$ cat src/hdl/cts_pkg.sv
// types and codes for the compacting table block
package cts_pkg;

	// command codes; the fourth code leaves the table unchanged and gets an OK result
	typedef enum logic [1:0] {
		CMD_INSERT = 2'd0,
		CMD_REMOVE = 2'd1,
		CMD_SEARCH = 2'd2
	} cmd_t;

	// result status codes
	typedef enum logic [1:0] {
		ST_OK    = 2'd0,
		ST_FULL  = 2'd1,
		ST_EMPTY = 2'd2,
		ST_MISS  = 2'd3
	} status_t;

	// controller states
	typedef enum logic [1:0] {
		S_IDLE  = 2'd0,
		S_SCAN  = 2'd1,
		S_SHIFT = 2'd2,
		S_DONE  = 2'd3
	} state_t;

	localparam int unsigned IndexW = 4;
	localparam int unsigned CountW = 5;
	localparam int unsigned ValueW = 32;

endpackage

$ cat src/hdl/cts_mem.sv
// entry storage: one write port, one read port with registered read data
module cts_mem #(
	parameter int DEPTH = 16,
	parameter int AW    = 4
) (
	input  logic                    clk,
	input  logic                    we,
	input  logic [AW-1:0]           waddr,
	input  logic [cts_pkg::ValueW-1:0] wdata,
	input  logic                    re,
	input  logic [AW-1:0]           raddr,
	output logic [cts_pkg::ValueW-1:0] rdata
);
	import cts_pkg::*;

	logic [ValueW-1:0] mem_q [DEPTH];
	logic [ValueW-1:0] rdata_q;

	// write port
	always_ff @(posedge clk) begin
		if (we) begin
			mem_q[waddr] <= wdata;
		end
	end

	// read port with registered read data
	always_ff @(posedge clk) begin
		if (re) begin
			rdata_q <= mem_q[raddr];
		end
	end

	assign rdata = rdata_q;

endmodule

$ cat src/hdl/compacting_table_insert_remove_search.sv
// Compacting table with insert, remove-first-match and search-first-match.
// Command channel: cmd and value, transferred when cmd_valid is high and
// cmd_stall is low. Result channel: status, index and count, transferred
// when res_valid is high and res_stall is low. Every command gives exactly
// one result transaction.
// An insert, an unused code or a command on an empty table goes straight to
// the result register. Search and remove read one entry a cycle from index 0
// until the first match or the last entry. A remove then shifts the entries
// above the match down, one a cycle. The next command can be taken in the
// cycle after the result loads.
// One command is worked on at a time; cmd_stall is high while it is busy.
// A finished result sits in the output register while the next command is
// taken; if res_stall holds, the next command waits in its final state.
// Reset clears the entry count and the controller; entry storage is not
// cleared, since only entries below the count are ever read.
module compacting_table_insert_remove_search #(
	parameter int DEPTH = 16
) (
	input  logic                        clk,
	input  logic                        arst_n,
	input  logic                        cmd_valid,
	output logic                        cmd_stall,
	input  logic [1:0]                  cmd,
	input  logic signed [cts_pkg::ValueW-1:0] value,
	output logic                        res_valid,
	input  logic                        res_stall,
	output logic [1:0]                  status,
	output logic [cts_pkg::IndexW-1:0]  index,
	output logic [cts_pkg::CountW-1:0]  count
);
	import cts_pkg::*;

	localparam int AW = (DEPTH > 1) ? $clog2(DEPTH) : 1;
	localparam int CW = $clog2(DEPTH + 1);
	localparam logic [CW-1:0] DepthC = CW'(DEPTH);

	state_t            state_q, state_d;
	logic [1:0]        cmd_q;
	logic [ValueW-1:0] value_q;
	logic [CW-1:0]     used_q;
	logic [CW-1:0]     ptr_q;
	logic              issued_s1;
	logic [AW-1:0]     addr_s1;
	logic [AW-1:0]     pos_q;
	status_t           res_status_q;

	logic              res_valid_q;
	logic [1:0]        status_q;
	logic [IndexW-1:0] index_q;
	logic [CountW-1:0] count_q;

	logic              acc;
	logic              out_free;
	logic              hit;
	logic              last;
	logic              shift_end;
	logic              we;
	logic [AW-1:0]     waddr;
	logic [ValueW-1:0] wdata;
	logic              re;
	logic [AW-1:0]     raddr;
	logic [ValueW-1:0] rdata;
	logic [AW+IndexW-1:0] pos_ext;
	logic [CW+CountW-1:0] used_ext;

	cts_mem #(
		.DEPTH(DEPTH),
		.AW   (AW)
	) u_mem (
		.clk  (clk),
		.we   (we),
		.waddr(waddr),
		.wdata(wdata),
		.re   (re),
		.raddr(raddr),
		.rdata(rdata)
	);

	// handshake and scan conditions
	assign cmd_stall = (state_q != S_IDLE);
	assign acc       = cmd_valid && !cmd_stall;
	assign out_free  = !res_valid_q || !res_stall;
	assign hit       = issued_s1 && (rdata == value_q);
	assign last      = issued_s1 && ((CW'(addr_s1) + CW'(1)) == used_q);
	assign shift_end = (ptr_q >= used_q) && !issued_s1;

	// next state
	always_comb begin
		state_d = state_q;
		unique case (state_q)
			S_IDLE: begin
				if (acc) begin
					if ((cmd == CMD_REMOVE || cmd == CMD_SEARCH) && used_q != '0) begin
						state_d = S_SCAN;
					end else begin
						state_d = S_DONE;
					end
				end
			end
			S_SCAN: begin
				if (hit) begin
					state_d = (cmd_q == CMD_REMOVE) ? S_SHIFT : S_DONE;
				end else if (last) begin
					state_d = S_DONE;
				end
			end
			S_SHIFT: begin
				if (shift_end) begin
					state_d = S_DONE;
				end
			end
			S_DONE: begin
				if (out_free) begin
					state_d = S_IDLE;
				end
			end
			default: state_d = S_IDLE;
		endcase
	end

	// memory port control
	always_comb begin
		we        = 1'b0;
		waddr     = used_q[AW-1:0];
		wdata     = value;
		re        = 1'b0;
		raddr     = ptr_q[AW-1:0];
		unique case (state_q)
			S_IDLE: begin
				we = acc && (cmd == CMD_INSERT) && (used_q < DepthC);
			end
			S_SCAN: begin
				re = (ptr_q < used_q);
			end
			S_SHIFT: begin
				re    = (ptr_q < used_q);
				we    = issued_s1;
				waddr = addr_s1 - AW'(1);
				wdata = rdata;
			end
			S_DONE: begin
				we = 1'b0;
			end
			default: we = 1'b0;
		endcase
	end

	// state register
	always_ff @(posedge clk or negedge arst_n) begin
		if (!arst_n) begin
			state_q <= S_IDLE;
		end else begin
			state_q <= state_d;
		end
	end

	// read pipeline tag: only reads that stay in the same phase are used
	always_ff @(posedge clk or negedge arst_n) begin
		if (!arst_n) begin
			issued_s1 <= 1'b0;
		end else begin
			issued_s1 <= re && (state_d == state_q);
		end
	end

	always_ff @(posedge clk) begin
		addr_s1 <= raddr;
	end

	// entry count
	always_ff @(posedge clk or negedge arst_n) begin
		if (!arst_n) begin
			used_q <= '0;
		end else if (state_q == S_IDLE && acc && cmd == CMD_INSERT && used_q < DepthC) begin
			used_q <= used_q + CW'(1);
		end else if (state_q == S_SHIFT && shift_end) begin
			used_q <= used_q - CW'(1);
		end
	end

	// command context, scan pointer and match position
	always_ff @(posedge clk) begin
		unique case (state_q)
			S_IDLE: begin
				if (acc) begin
					cmd_q   <= cmd;
					value_q <= value;
					ptr_q   <= '0;
					pos_q   <= '0;
					if (cmd == CMD_INSERT) begin
						res_status_q <= (used_q < DepthC) ? ST_OK : ST_FULL;
					end else if ((cmd == CMD_REMOVE || cmd == CMD_SEARCH) && used_q == '0) begin
						res_status_q <= ST_EMPTY;
					end else begin
						res_status_q <= ST_OK;
					end
				end
			end
			S_SCAN: begin
				if (re) begin
					ptr_q <= ptr_q + CW'(1);
				end
				if (hit) begin
					pos_q <= addr_s1;
					ptr_q <= CW'(addr_s1) + CW'(1);
				end else if (last) begin
					res_status_q <= ST_MISS;
				end
			end
			S_SHIFT: begin
				if (re) begin
					ptr_q <= ptr_q + CW'(1);
				end
			end
			S_DONE: begin
				ptr_q <= ptr_q;
			end
			default: ptr_q <= ptr_q;
		endcase
	end

	// result register
	assign pos_ext  = (AW + IndexW)'(pos_q);
	assign used_ext = (CW + CountW)'(used_q);

	always_ff @(posedge clk or negedge arst_n) begin
		if (!arst_n) begin
			res_valid_q <= 1'b0;
		end else if (state_q == S_DONE && out_free) begin
			res_valid_q <= 1'b1;
		end else if (!res_stall) begin
			res_valid_q <= 1'b0;
		end
	end

	always_ff @(posedge clk) begin
		if (state_q == S_DONE && out_free) begin
			status_q <= res_status_q;
			index_q  <= pos_ext[IndexW-1:0];
			count_q  <= used_ext[CountW-1:0];
		end
	end

	assign res_valid = res_valid_q;
	assign status    = status_q;
	assign index     = index_q;
	assign count     = count_q;

endmodule
$ cat config.mk
export PLATFORM = sky130hd
export DESIGN_NAME = compacting_table_insert_remove_search
export DESIGN_NICKNAME = d
export VERILOG_FILES = /design/src/hdl/cts_pkg.sv /design/src/hdl/cts_mem.sv /design/src/hdl/compacting_table_insert_remove_search.sv
export SDC_FILE = /design/constraint.sdc
export NUM_CORES = 1
export LEC_CHECK = 0
export BUFFER_PORTS_ARGS = -buffer_cell sky130_fd_sc_hd__buf_4
export CORE_AREA = 2 2 249 251
export CTS_CLUSTER_DIAMETER = 150
export DETAILED_ROUTE_END_ITERATION = 7
export DIE_AREA = 0 0 251 253
export HOLD_SLACK_MARGIN = 0.02
export SLEW_MARGIN = 5
export SYNTH_ARGS = -nofsm -noshare
export SYNTH_HDL_FRONTEND = slang
export SYNTH_SLANG_ARGS = --single-unit
$ cat constraint.sdc
create_clock -name clk -period 5.25 [get_ports clk]
set_clock_uncertainty 0.15 [all_clocks]
set_input_delay 0 -clock clk [delete_from_list [all_inputs] [get_ports clk]]
set_output_delay 0 -clock clk [all_outputs]
set_load 0.05 [all_outputs]
==> flow_metrics.py <==
metrics = {
    "sta": {
        "fmax_ghz": 0.257,
        "rsz0062_at_grt": "false",
        "period_share": 0.740,
        "fin_crit_ns": 3.89,
        "setup_viol": 0,
        "slew_headroom": 0.202,
        "drv_slew": 0,
        "hold_viol_final": 0,
        "whs_ns": 0.0548,
        "setup-tns-final_ns": 0,
        "worst_pin_slew_ns": 1.19,
    },
    "global_routing": {
        "grt_pass1_wl_um": 80900,
        "overflow": 0,
        "track_usage": 0.178,
        "antenna_found_initial": 4,
        "grt_pass1_vias": 11371,
        "grt_start_max_net_pins": 133,
    },
    "power": {
        "power_density_nw_per_um2": 537,
        "ir_worst_vdd_uv": 382,
        "p_total_mw": 15.1,
        "p_leak_nw": 8.79,
    },
    "run": {
        "max_cap_violations": 0,
    },
    "outcome": {
        "status": "finished clean",
    },
    "logic_synthesis": {
        "synthTopCellsByArea": "edfxtp_1, mux4_2, mux2_1, xnor2_1, dfrtp_1",
        "synth.avg_cell_area_um2": 22.3,
        "synth.top_cell.area_share": 0.748,
        "syn_area_um2": 24100,
        "yosysMostFrequentCell": "edfxtp_1",
        "synth_seq_cells": 613,
        "async_flop_share": 0.0147,
        "ys_warn_count": 0,
        "synth_edf_count": 600,
        "synth_ff_type": "edfxtp_1",
        "syn-num-nets": 1136,
        "synthCells": 1080,
        "ys_seq_area_frac": 0.761,
        "ys_top_cells_by_count": "edfxtp_1, mux4_2, mux2_1",
        "yosysTopAreaCell": "edfxtp_1",
        "ys_types": 58,
    },
    "setup_path": {
        "arrival_ns": 4.04,
        "slowest_stage": "nor2_4",
        "crit_chain": "inv_1 -> ha_1 -> nand3_1 -> nor2_1 -> inv_2 -> o32ai_1 -> nand2_1 -> nor2_4 -> buf_4",
        "path_max_fanout": 20,
        "rrSetupSlack_ns": 1.36,
        "critical_path_class": "reg2reg",
        "crit_path_start_kind": "flip-flop",
        "slowest_delay_ns": 0.70,
        "crit_required_ns": 5.40,
        "endpoint_kind": "flip-flop",
    },
    "placed_design": {
        "dp_cells": 1893,
        "place_hpwl_um": 34600,
        "io_buffers": 50,
        "place.gp.congestion": 0.788,
    },
    "final_layout": {
        "antenna_cells": 0,
        "final_cells": 2073,
        "drive_gt1_frac": 0.267,
        "areaGrowthSynthToFinish_pct": 17.0,
        "fin_util": 0.462,
        "nNetsFinal": 1292,
    },
    "cts": {
        "clockBufferDepth": 3,
        "cts_setup_buffers": 0,
        "cts_hold_buffers": 70,
        "cts_tree": "built",
        "cts.sinks": 613,
        "htreeDepth": 2,
        "clk_latency_ns": 0.61,
        "root_buffer": "clkbuf_16",
        "clkTransAtPathRegs_ns": 0.06,
        "numCtsBuffers": 61,
        "ctsResizeCount": 0,
    },
    "routing": {
        "routed_wl_um": 55700,
        "via_per_inst": 5.53,
        "dr.first_iter.drc_count": 1222,
        "detail-route-antenna-nets": 0,
        "dr.pass1.iters": 5,
        "via_count": 11470,
        "routed_wire_length_per_instance_um": 26.9,
        "drc_errors": 0,
    },
    "floorplan": {
        "rows": 91,
        "ioPinCount": 51,
        "die_h_um": 253,
        "die_area_um2": 63500,
        "fp.dieW_um": 251,
        "core-area_um2": 61000,
        "start_util": 0.394,
    },
    "min_path": {
        "worst_hold_path_type": "in2reg",
    },
}
## power by group
group          internal [mW]  switching [mW]
registers               6.41           0.280
logic                   1.60            2.69
clock network           2.35            1.79
## cell type report
| cell class | instances | area, um2 |
|---|---|---|
| Inverter | 21 | 78.8 |
| Multi-Input combinational cell | 401 | 5620 |
| Clock buffer | 76 | 1600 |
| Tap cell | 790 | 988 |
| Fill cell | 5079 | 32900 |
| Sequential cell | 613 | 18300 |
| Timing Repair Buffer | 138 | 1270 |
| Clock inverter | 34 | 279 |
## final timing paths
kind | end | cells past startpoint | start
max reg2reg | u_mem.mem_q[4][11] | 9 | state_q[0]
max in group asynchronous | used_q[3] | 3 | arst_n
max | u_mem.mem_q[4][11] | 9 | state_q[0]
min in group asynchronous | issued_s1 | 3 | arst_n
min | value_q[5] | 2 | value[5]
min reg2reg | index[0] | 0 | pos_q[0]
## critical path: cells and delay by family, from the launching register on
| kind | cells | cell delay, ns |
|---|---|---|
| and+or+nand+nor | 4 | 1.50 |
| buffers and inverters | 3 | 0.69 |
| AOI/OAI and AO/OA | 1 | 0.51 |
| DFF | 1 | 0.43 |
| adders and majority gates | 1 | 0.29 |
## cell usage in the layout (no fill, tap or decap), drive strengths merged, types with 2 or more instances in the layout
master,netlist,routed
mux2,34,34
ha,17,17
nand2b,2,2
and2,4,4
xnor2,32,32
a31oi,3,3
nor3,3,3
dfrtp,9,9
or2,2,2
nand3,6,6
nor2,28,28
clkbuf,31,76
or4,2,2
mux2i,4,4
or3,2,2
o32ai,2,2
a211oi,2,2
inv,21,23
a21oi,12,12
buf,14,68
a21o,3,3
mux4,160,160
nand4,13,13
clkinv,0,27
o21ai,8,8
nor4b,3,3
dfxtp,4,4
o22ai,5,5
bufinv,0,4
a21boi,2,2
nand2,18,18
xor2,15,15
dlygate4sd3,0,70
nor4,4,4
edfxtp,600,600
## through the flow
| stage | area, um2 | worst slack [ns] |
|---|---|---|
| floorplan | 24100 | 0.439 |
| global placement | 25600 | 1.44 |
| detailed placement | 25600 | 1.40 |
| CTS | 28200 | 1.40 |
| global route | 28200 | 1.14 |
| finish | 28200 | 1.36 |
## kinds of logic (layout without fill, tap and decap cells)
family | after synthesis | count (layout) | share of synthesized area
adder cells (fa/ha/maj) | 18 | 18 | 0.00967
AO/OA/AOI/OAI | 45 | 45 | 0.0127
XOR/XNOR | 47 | 47 | 0.0171
multiplexers | 198 | 198 | 0.167
flip-flops | 613 | 613 | 0.761
AND/OR/NAND/NOR | 93 | 93 | 0.0215
buffers and inverters | 66 | 269 | 0.0108
## layer usage
metal	wire (um)	track usage
met1	26200	0.278
met2	24100	0.252
met3	4210	0.0404
met4	1240	0.0454
met5	0	0
## state kept, by name, summed over array words and instances, names as in the netlist, 2 cells and up
register / cells
addr_s1: 4
cmd_q: 2
count: 5
index: 4
pos_q: 4
ptr_q: 5
res_status_q: 2
state_q: 2
status: 2
u_mem.mem_q: 512
u_mem.rdata: 32
used_q: 5
value_q: 32
No activity file was read; power rests on OpenSTA's default activity.
